`src/rtl/crcfr_pkg.sv`:
```
// ----------------------------------------------------------------------------
// CRC-checked frame receiver package
// Widths, codes, register indexes, shared types and the CRC-16 byte step.
// ----------------------------------------------------------------------------
package crcfr_pkg;

  localparam int unsigned BYTE_W    = 8;
  localparam int unsigned STEP_W    = 4;
  localparam int unsigned STATUS_W  = 2;
  localparam int unsigned ERR_W     = 32;
  localparam int unsigned CRC_W     = 16;
  localparam int unsigned CFG_IDX_W = 8;

  localparam logic [CRC_W-1:0] CRC_POLY = 16'h1021;

  // Register reset values
  localparam logic [BYTE_W-1:0] START_BYTE_RST  = 8'hAA;
  localparam logic [BYTE_W-1:0] DEV_TYPE_RST    = 8'h40;
  localparam logic [BYTE_W-1:0] DEV_ADDR_RST    = 8'h01;
  localparam logic [BYTE_W-1:0] END_BYTE_RST    = 8'h55;

  // Register indexes on the configuration channel
  localparam logic [CFG_IDX_W-1:0] CFG_START_BYTE = 8'd0;
  localparam logic [CFG_IDX_W-1:0] CFG_DEV_TYPE   = 8'd1;
  localparam logic [CFG_IDX_W-1:0] CFG_DEV_ADDR   = 8'd2;
  localparam logic [CFG_IDX_W-1:0] CFG_END_BYTE   = 8'd3;

  // Frame status codes
  localparam logic [STATUS_W-1:0] STATUS_BUSY = 2'd0;
  localparam logic [STATUS_W-1:0] STATUS_GOOD = 2'd1;
  localparam logic [STATUS_W-1:0] STATUS_BAD  = 2'd2;

  // Parser step: the byte that the parser waits for next
  typedef enum logic [STEP_W-1:0] {
    STEP_HUNT      = 4'd0,
    STEP_TYPE      = 4'd1,
    STEP_ADDR      = 4'd2,
    STEP_CMD       = 4'd3,
    STEP_LEN       = 4'd4,
    STEP_PAYLOAD   = 4'd5,
    STEP_CRC_LOW   = 4'd6,
    STEP_CRC_HIGH  = 4'd7,
    STEP_END       = 4'd8
  } step_e;

  typedef struct packed {
    logic [BYTE_W-1:0] start_byte;
    logic [BYTE_W-1:0] dev_type;
    logic [BYTE_W-1:0] dev_addr;
    logic [BYTE_W-1:0] end_byte;
  } cfg_t;

  typedef struct packed {
    logic [STATUS_W-1:0] frame_status;
    logic [STEP_W-1:0]   stage;
    logic [BYTE_W-1:0]   frame_cmd;
    logic [BYTE_W-1:0]   frame_len;
    logic                payload_valid;
    logic [BYTE_W-1:0]   payload_byte;
    logic [BYTE_W-1:0]   payload_index;
    logic [ERR_W-1:0]    error_count;
  } res_t;

  // CRC-16 XMODEM, one byte, MSB first
  function automatic logic [CRC_W-1:0] crc_feed(input logic [CRC_W-1:0] crc,
                                                input logic [BYTE_W-1:0] b);
    logic [CRC_W-1:0] c;
    c = crc ^ {b, 8'h00};
    for (int i = 0; i < BYTE_W; i++) begin
      if (c[CRC_W-1]) begin
        c = {c[CRC_W-2:0], 1'b0} ^ CRC_POLY;
      end else begin
        c = {c[CRC_W-2:0], 1'b0};
      end
    end
    return c;
  endfunction

endpackage

```
`src/rtl/crcfr_ifs.sv`:
```
// ----------------------------------------------------------------------------
// CRC-checked frame receiver channels
// Valid/ready channels for received bytes, parse results and register writes.
// ----------------------------------------------------------------------------
interface crcfr_rx_if;
  import crcfr_pkg::*;
  logic              valid;
  logic              ready;
  logic [BYTE_W-1:0] rx_byte;

  modport source (output valid, output rx_byte, input ready);
  modport sink   (input valid, input rx_byte, output ready);
endinterface

interface crcfr_res_if;
  import crcfr_pkg::*;
  logic                valid;
  logic                ready;
  logic [STATUS_W-1:0] frame_status;
  logic [STEP_W-1:0]   stage;
  logic [BYTE_W-1:0]   frame_cmd;
  logic [BYTE_W-1:0]   frame_len;
  logic                payload_valid;
  logic [BYTE_W-1:0]   payload_byte;
  logic [BYTE_W-1:0]   payload_index;
  logic [ERR_W-1:0]    error_count;

  modport source (output valid, output frame_status, output stage, output frame_cmd,
                  output frame_len, output payload_valid, output payload_byte,
                  output payload_index, output error_count, input ready);
  modport sink   (input valid, input frame_status, input stage, input frame_cmd,
                  input frame_len, input payload_valid, input payload_byte,
                  input payload_index, input error_count, output ready);
endinterface

interface crcfr_cfg_if;
  import crcfr_pkg::*;
  logic                 valid;
  logic                 ready;
  logic [CFG_IDX_W-1:0] index;
  logic [BYTE_W-1:0]    data;

  modport source (output valid, output index, output data, input ready);
  modport sink   (input valid, input index, input data, output ready);
endinterface

```
`src/rtl/crcfr_parser.sv`:
```
// ----------------------------------------------------------------------------
// CRC-checked frame receiver parser
// Frame state machine, running CRC, payload index and bad-frame counter.
// ----------------------------------------------------------------------------
module crcfr_parser (
  input  logic                     clk_i,
  input  logic                     rst_ni,
  input  logic                     adv_i,
  input  logic [crcfr_pkg::BYTE_W-1:0] byte_i,
  input  crcfr_pkg::cfg_t          cfg_i,
  output crcfr_pkg::res_t          res_o
);
  import crcfr_pkg::*;

  step_e             step_q, step_d;
  logic [BYTE_W-1:0] left_q, left_d;
  logic [BYTE_W-1:0] idx_q, idx_d;
  logic [BYTE_W-1:0] cmd_q, cmd_d;
  logic [BYTE_W-1:0] len_q, len_d;
  logic [CRC_W-1:0]  crc_q, crc_d;
  logic [BYTE_W-1:0] low_q, low_d;
  logic [ERR_W-1:0]  err_q, err_d;
  logic [CRC_W-1:0]  crc_step;
  logic              end_ok;

  assign crc_step = crc_feed(crc_q, byte_i);
  assign end_ok   = (byte_i == cfg_i.end_byte) && (low_q == 8'd1);

  // Next state
  always_comb begin
    step_d = step_q;
    left_d = left_q;
    idx_d  = idx_q;
    cmd_d  = cmd_q;
    len_d  = len_q;
    crc_d  = crc_q;
    low_d  = low_q;
    err_d  = err_q;
    if (adv_i) begin
      case (step_q)
        STEP_HUNT: begin
          if (byte_i == cfg_i.start_byte) begin
            crc_d  = crc_feed('0, byte_i);
            step_d = STEP_TYPE;
          end
        end
        STEP_TYPE: begin
          if (byte_i == cfg_i.dev_type) begin
            crc_d  = crc_step;
            step_d = STEP_ADDR;
          end else begin
            step_d = STEP_HUNT;
          end
        end
        STEP_ADDR: begin
          if (byte_i == cfg_i.dev_addr) begin
            crc_d  = crc_step;
            idx_d  = '0;
            step_d = STEP_CMD;
          end else begin
            step_d = STEP_HUNT;
          end
        end
        STEP_CMD: begin
          cmd_d  = byte_i;
          crc_d  = crc_step;
          step_d = STEP_LEN;
        end
        STEP_LEN: begin
          len_d  = byte_i;
          left_d = byte_i;
          crc_d  = crc_step;
          step_d = STEP_PAYLOAD;
        end
        STEP_PAYLOAD: begin
          if (left_q != '0) begin
            idx_d  = idx_q + 8'd1;
            left_d = left_q - 8'd1;
            crc_d  = crc_step;
          end else begin
            low_d  = byte_i;
            step_d = STEP_CRC_HIGH;
          end
        end
        STEP_CRC_LOW: begin
          low_d  = byte_i;
          step_d = STEP_CRC_HIGH;
        end
        STEP_CRC_HIGH: begin
          // keep only the match flag for the end byte check
          low_d  = {7'd0, ({byte_i, low_q} == crc_q)};
          step_d = STEP_END;
        end
        STEP_END: begin
          if (!end_ok) begin
            err_d = err_q + 32'd1;
          end
          idx_d  = '0;
          step_d = STEP_HUNT;
        end
        default: begin
          step_d = STEP_HUNT;
        end
      endcase
    end
  end

  // Result for the byte in flight
  always_comb begin
    res_o               = '0;
    res_o.stage         = step_d;
    res_o.frame_cmd     = cmd_d;
    res_o.frame_len     = len_d;
    res_o.error_count   = err_d;
    if (step_q == STEP_END) begin
      res_o.frame_status = end_ok ? STATUS_GOOD : STATUS_BAD;
    end
    if ((step_q == STEP_PAYLOAD) && (left_q != '0)) begin
      res_o.payload_valid = 1'b1;
      res_o.payload_byte  = byte_i;
      res_o.payload_index = idx_q;
    end
  end

  always_ff @(posedge clk_i or negedge rst_ni) begin
    if (!rst_ni) begin
      step_q <= STEP_HUNT;
      left_q <= '0;
      idx_q  <= '0;
      cmd_q  <= '0;
      len_q  <= '0;
      crc_q  <= '0;
      low_q  <= '0;
      err_q  <= '0;
    end else begin
      step_q <= step_d;
      left_q <= left_d;
      idx_q  <= idx_d;
      cmd_q  <= cmd_d;
      len_q  <= len_d;
      crc_q  <= crc_d;
      low_q  <= low_d;
      err_q  <= err_d;
    end
  end

endmodule

```
`src/rtl/crc_checked_frame_receiver.sv`:
```
// ----------------------------------------------------------------------------
// CRC-checked frame receiver
// Parses start/type/address/command/length/payload/CRC/end frames byte by byte.
// ----------------------------------------------------------------------------
// Takes one received byte per transaction and returns exactly one result per
// byte. Throughput is one byte per clock while results are taken; a byte's
// result passes the input register, then the result register, with one
// CRC-16 byte step and a compare between them. A stalled result still lets one
// more byte into the input register; after that the input waits until the
// result is taken. Registers are written through the configuration channel,
// which is always ready; write only while idle.
module crc_checked_frame_receiver (
  input  logic        clk_i,
  input  logic        rst_ni,
  crcfr_rx_if.sink    rx_i,
  crcfr_res_if.source res_o,
  crcfr_cfg_if.sink   cfg_i
);
  import crcfr_pkg::*;

  cfg_t              cfg_q;
  logic              in_vld_q;
  logic [BYTE_W-1:0] in_byte_q;
  logic              out_vld_q;
  res_t              res_q;
  res_t              res_d;
  logic              adv;

  // Register writes
  assign cfg_i.ready = 1'b1;

  always_ff @(posedge clk_i or negedge rst_ni) begin
    if (!rst_ni) begin
      cfg_q.start_byte <= START_BYTE_RST;
      cfg_q.dev_type   <= DEV_TYPE_RST;
      cfg_q.dev_addr   <= DEV_ADDR_RST;
      cfg_q.end_byte   <= END_BYTE_RST;
    end else if (cfg_i.valid) begin
      case (cfg_i.index)
        CFG_START_BYTE: cfg_q.start_byte <= cfg_i.data;
        CFG_DEV_TYPE:   cfg_q.dev_type   <= cfg_i.data;
        CFG_DEV_ADDR:   cfg_q.dev_addr   <= cfg_i.data;
        CFG_END_BYTE:   cfg_q.end_byte   <= cfg_i.data;
        default: begin
        end
      endcase
    end
  end

  // Advance the byte in the input register when the result slot frees up
  assign adv        = in_vld_q && (!out_vld_q || res_o.ready);
  assign rx_i.ready = !in_vld_q || adv;

  always_ff @(posedge clk_i or negedge rst_ni) begin
    if (!rst_ni) begin
      in_vld_q <= 1'b0;
    end else if (rx_i.ready) begin
      in_vld_q <= rx_i.valid;
    end
  end

  always_ff @(posedge clk_i) begin
    if (rx_i.ready && rx_i.valid) begin
      in_byte_q <= rx_i.rx_byte;
    end
  end

  crcfr_parser u_parser (
    .clk_i  (clk_i),
    .rst_ni (rst_ni),
    .adv_i  (adv),
    .byte_i (in_byte_q),
    .cfg_i  (cfg_q),
    .res_o  (res_d)
  );

  // Hold the result until the sink takes it
  always_ff @(posedge clk_i or negedge rst_ni) begin
    if (!rst_ni) begin
      out_vld_q <= 1'b0;
    end else if (adv) begin
      out_vld_q <= 1'b1;
    end else if (res_o.ready) begin
      out_vld_q <= 1'b0;
    end
  end

  always_ff @(posedge clk_i) begin
    if (adv) begin
      res_q <= res_d;
    end
  end

  assign res_o.valid         = out_vld_q;
  assign res_o.frame_status  = res_q.frame_status;
  assign res_o.stage         = res_q.stage;
  assign res_o.frame_cmd     = res_q.frame_cmd;
  assign res_o.frame_len     = res_q.frame_len;
  assign res_o.payload_valid = res_q.payload_valid;
  assign res_o.payload_byte  = res_q.payload_byte;
  assign res_o.payload_index = res_q.payload_index;
  assign res_o.error_count   = res_q.error_count;

endmodule

```
`src/flat_wrapper.sv`:
```
// flat-port wrapper written by rule: the top's interface ports become plain ports
module crc_checked_frame_receiver_flat import crcfr_pkg::*;
  (clk_i, rst_ni, rx_i_valid, rx_i_rx_byte, rx_i_ready, res_o_valid, res_o_frame_status, res_o_stage, res_o_frame_cmd, res_o_frame_len, res_o_payload_valid, res_o_payload_byte, res_o_payload_index, res_o_error_count, res_o_ready, cfg_i_valid, cfg_i_index, cfg_i_data, cfg_i_ready);
  crcfr_rx_if rx_i_i ();
  crcfr_res_if res_o_i ();
  crcfr_cfg_if cfg_i_i ();
  input  logic clk_i;
  input  logic rst_ni;
  input wire logic [$bits(rx_i_i.valid)-1:0] rx_i_valid;
  input wire logic [$bits(rx_i_i.rx_byte)-1:0] rx_i_rx_byte;
  output wire logic [$bits(rx_i_i.ready)-1:0] rx_i_ready;
  output wire logic [$bits(res_o_i.valid)-1:0] res_o_valid;
  output wire logic [$bits(res_o_i.frame_status)-1:0] res_o_frame_status;
  output wire logic [$bits(res_o_i.stage)-1:0] res_o_stage;
  output wire logic [$bits(res_o_i.frame_cmd)-1:0] res_o_frame_cmd;
  output wire logic [$bits(res_o_i.frame_len)-1:0] res_o_frame_len;
  output wire logic [$bits(res_o_i.payload_valid)-1:0] res_o_payload_valid;
  output wire logic [$bits(res_o_i.payload_byte)-1:0] res_o_payload_byte;
  output wire logic [$bits(res_o_i.payload_index)-1:0] res_o_payload_index;
  output wire logic [$bits(res_o_i.error_count)-1:0] res_o_error_count;
  input wire logic [$bits(res_o_i.ready)-1:0] res_o_ready;
  input wire logic [$bits(cfg_i_i.valid)-1:0] cfg_i_valid;
  input wire logic [$bits(cfg_i_i.index)-1:0] cfg_i_index;
  input wire logic [$bits(cfg_i_i.data)-1:0] cfg_i_data;
  output wire logic [$bits(cfg_i_i.ready)-1:0] cfg_i_ready;
  assign rx_i_i.valid = rx_i_valid;
  assign rx_i_i.rx_byte = rx_i_rx_byte;
  assign rx_i_ready = rx_i_i.ready;
  assign res_o_valid = res_o_i.valid;
  assign res_o_frame_status = res_o_i.frame_status;
  assign res_o_stage = res_o_i.stage;
  assign res_o_frame_cmd = res_o_i.frame_cmd;
  assign res_o_frame_len = res_o_i.frame_len;
  assign res_o_payload_valid = res_o_i.payload_valid;
  assign res_o_payload_byte = res_o_i.payload_byte;
  assign res_o_payload_index = res_o_i.payload_index;
  assign res_o_error_count = res_o_i.error_count;
  assign res_o_i.ready = res_o_ready;
  assign cfg_i_i.valid = cfg_i_valid;
  assign cfg_i_i.index = cfg_i_index;
  assign cfg_i_i.data = cfg_i_data;
  assign cfg_i_ready = cfg_i_i.ready;
  crc_checked_frame_receiver u_core (.clk_i(clk_i), .rst_ni(rst_ni), .rx_i(rx_i_i), .res_o(res_o_i), .cfg_i(cfg_i_i));
endmodule
```
`config.mk`:
```
export PLATFORM = sky130hd
export DESIGN_NAME = crc_checked_frame_receiver_flat
export DESIGN_NICKNAME = d
export VERILOG_FILES = /design/src/rtl/crcfr_pkg.sv /design/src/rtl/crcfr_ifs.sv /design/src/rtl/crcfr_parser.sv /design/src/rtl/crc_checked_frame_receiver.sv /design/src/flat_wrapper.sv
export SDC_FILE = /design/constraint.sdc
export NUM_CORES = 1
export LEC_CHECK = 0
export ABC_AREA = 1
export BUFFER_PORTS_ARGS = -buffer_cell sky130_fd_sc_hd__buf_2
export CORE_ASPECT_RATIO = 1.4
export CORE_MARGIN = 2
export CORE_UTILIZATION = 57
export CTS_CLUSTER_DIAMETER = 120
export DETAILED_ROUTE_END_ITERATION = 10
export PLACE_DENSITY = 0.78
export SLEW_MARGIN = 20
export SYNTH_ARGS = -nofsm -noshare
export SYNTH_HDL_FRONTEND = slang
export SYNTH_HIERARCHICAL = 1
export SYNTH_SLANG_ARGS = --single-unit
```
`constraint.sdc`:
```
create_clock -name clk_i -period 13.2 [get_ports clk_i]
set_input_delay 2.64 -clock clk_i [delete_from_list [all_inputs] [get_ports clk_i]]
set_output_delay 2.64 -clock clk_i [all_outputs]
set_load 0.05 [all_outputs]
```
==> run_results.csv <==
group,metric,value,unit
critical_path,crit_buf_inv,3,
power_and_ir_drop,power_density,143,mW/mm2
grt,grt_use_total,23.5,%
die,ios,103,
detailed_routing,firstDrtPassIters,5,
sta,fin_ws,7350,ps
logic_synthesis,synth_top_family_by_area,"simple AND/OR/NAND/NOR gates",
logic_synthesis,synth_top_cell_by_area,"dfrtp_1",
critical_path,endpoint_kind,"primary output",
place,numPlacedInstances,1360,
detailed_routing,vias,7428,
clocking,cts_made_buffers,21,
sta,fin_setup_tns,0,ps
final_layout,multi_input_area,0.00371,mm2
final_layout,utilization,66.0,%
detailed_routing,drc,0,
grt,busiest_layer,"met2",
sta,rsz0062_at_grt,"false",
grt,met2_usage,41.2,%
logic_synthesis,ys_ff_latch,205,
critical_path,critical_path_arrival,3210,ps
critical_path,path_class,"primary input to primary output",
sta,fin_crit_sh,44.3,%
final_layout,layout.cells.non_filler,1397,
logic_synthesis,syn_inst,1050,
hold_path,hold_class,"flop to flop",
clocking,post_cts_buffers,0,
die,core,0.0169,mm2
grt,grt_max_degree,72,
clocking,clock_sinks,205,
status,status,"completed",
clocking,cts_resized,0,
grt,grt_first_pass_wirelength,34.5,mm
place,gp_congestion,0.936,
logic_synthesis,synth_area,0.00986,mm2
die,die_w,115,um
die,chipHeight,160,um
critical_path,cp_common_cell,"buf_2",
die,fp-row-count,56,
place,dp_hpwl,14.6,mm
detailed_routing,wl_per_cell,15.0,um
die,start_util,58.4,%
sta,fmaxAchievable,171,MHz
power_and_ir_drop,power,1.60,mW
power_and_ir_drop,power_leakage,5.16,nW
critical_path,cp-start-kind,"primary input",
detailed_routing,ant_nets,0,
critical_path,cp_max_fo,3,
logic_synthesis,post_synth_num_cell_types,40,
logic_synthesis,yosysSeqAreaShare,56.1,%
critical_path,cpMaxStageDelayCell,"buf_2",
clocking,postCtsHoldBufs,0,
sta,finalSetupViolations,0,
detailed_routing,wl,21.0,mm
final_layout,final_cell_mix,"289 x nand2_1, 116 x dfrtp_1, 100 x buf_2",
critical_path,path_cells,"buf_2 -> inv_1 -> nand3_1 -> buf_2",
grt,antenna_found_initial,0,
place,pre_cts_ws,7340,ps
grt,grt_overflow,0,
logic_synthesis,syn_nets,1082,
final_layout,syn_to_final_growth,13.1,%
final_layout,drive_gt1_share,17.8,%
logic_synthesis,synthMuxAreaShare,0,%
grt,grt_use_met1,28.5,%
clocking,clkTransAtPathRegs,60,ps
sta,slew_headroom,39.3,%
grt,grt_pass1_vias,7126,
sta,finalMaxSlewViolations,0,
final_layout,antenna_cells,0,
logic_synthesis,synth_xor_area_share,6.75,%
critical_path,path_delay_family,"buffers and inverters",
grt,use_met3,3.15,%
final_layout,fill_cells,1373,
clocking,cts_max_level,1,
detailed_routing,first_iter_violations,458,
run,max_cap_viol_count,0,
logic_synthesis,synthSimpleGateAreaFrac,25.2,%
final_layout,seqCellArea,0.00554,mm2
logic_synthesis,synth_area_leaders,"dfrtp_1 29%, edfxtp_1 24%, nand2_1 11%",
place,port_buffers,101,
critical_path,critical-path-max-stage-delay,230,ps
sta,tightest_slew,910,ps
logic_synthesis,yosys.area.top_type_share,29.4,%
critical_path,required,10560,ps
clocking,clkLatencyLatePin,490,ps
clocking,clockBufferDepth,3,
sta,skew,10.6,ps
logic_synthesis,synth_fa_ha_area_share,0.381,%
sta,hold_viol,0,
die,design.die.area,0.0184,mm2
power_and_ir_drop,ir_drop,0.123,mV
clocking,cts-root-buf,"clkbuf_16",
clocking,tritoncts,"done",
logic_synthesis,yosys_warnings,6,
final_layout,mostFrequentLayoutCell,"nand2_1",
logic_synthesis,synth_area_per_cell,9.39,um2
final_layout,final_nets,1183,
sta,min_period,5850,ps
detailed_routing,post_drt_via_cell_ratio,5.32,
logic_synthesis,synth_compound_area_share,5.23,%
registers in the layout, indices dropped and copies added (netlist names):
name and cells:
u_core/res_o.payload_index 8, u_core/res_o.frame_status 2, u_core/u_parser/err_q 32, u_core/in_byte_q 8, u_core/in_vld_q 1, u_core/u_parser/crc_q 16
u_core/res_o.valid 1, u_core/res_o.error_count 32, u_core/u_parser/cmd_q 8, u_core/u_parser/len_q 8, u_core/res_o.payload_valid 1, u_core/res_o.frame_cmd 8
u_core/u_parser/idx_q 8, u_core/res_o.payload_byte 8, u_core/u_parser/left_q 8, u_core/cfg_q 32, u_core/res_o.stage 4, u_core/u_parser/low_q 8
u_core/res_o.frame_len 8, u_core/u_parser/step_q 4
synth_stat cells (all sizes together):
library cell  instances
a21oi                 7
a22o                  1
a22oi                 4
buf                  24
clkbuf                2
clkinv                1
conb                  1
dfrtp               116
dfstp                10
edfxtp               79
ha                    3
inv                 104
nand2               303
nand3               106
nand3b                2
nand4                15
nor2                 94
nor3                 19
nor4                  3
o211ai                1
o21ai                71
o22ai                 3
o31ai                 3
or2                   2
xnor2                40
xor2                 36
kinds of logic after synthesis:
family                   count (synthesis)
AND/OR/NAND/NOR                        544
flip-flops                             205
buffers and inverters                  131
AO/OA/AOI/OAI                           90
XOR/XNOR                                76
adder cells (fa/ha/maj)                  3
other                                    1
power breakdown:
| part | total [mW] | switching (mW) | leakage (nW) | internal [mW] |
|---|---|---|---|---|
| registers | 0.762 | 0.0433 | 2.38 | 0.719 |
| clock network | 0.588 | 0.246 | 0.319 | 0.342 |
| logic | 0.247 | 0.175 | 2.46 | 0.0720 |
layout make-up:
class                      instances  area share [%]
multi-input combinational        714            33.3
inverter                         105            3.53
tap                              232            2.60
clock buffer                      26            4.97
sequential                       205            49.7
timing repair buffer             104            4.76
clock inverter                    11            1.18
metal layers:
layer | part of all wire [%] | vias to the layer above | wire [um]
met4 | 4.4 | 0 | 930
li1 | - | 3625 | -
met5 | 0 | - | 0
met3 | 4.8 | 69 | 1020
met1 | 39 | 3499 | 8240
met2 | 52 | 235 | 10800
stage by stage:
step / hold slack [ps] / area [um2]
6_report: 468 / 11200
5_1_grt: 482 / 11200
4_1_cts: 471 / 11200
3_5_place_dp: 461 / 10500
3_3_place_gp: 459 / 10500
2_1_floorplan: 447 / 9860
worst reg2reg max path, stage by stage, from the launching register on:
cell     delay [ps]
dfrtp_1         430
a21oi_4         160
buf_4           430
buf_4           550
inv_1           280
nor2_4          260
inv_2           100
nor2_2          310
nand2_1         110
xor2_1          160
inv_1            70
final timing paths:
path | start | to | slack (ps) | cells past startpoint
setup / recovery | res_o_ready | rx_i_ready | 7350 | 4
hold / removal | u_core/cfg_q[22] | u_core/cfg_q[22] | 470 | 2
setup reg to reg | u_core/res_o.valid | u_core/res_o.error_count[9] | 10110 | 10
hold reg to reg | u_core/cfg_q[22] | u_core/cfg_q[22] | 470 | 2
max in group asynchronous | rst_ni | u_core/u_parser/idx_q[6] | 9610 | 2
min in group asynchronous | rst_ni | u_core/u_parser/err_q[6] | 2200 | 1
Power figures use the tool's default switching activity.
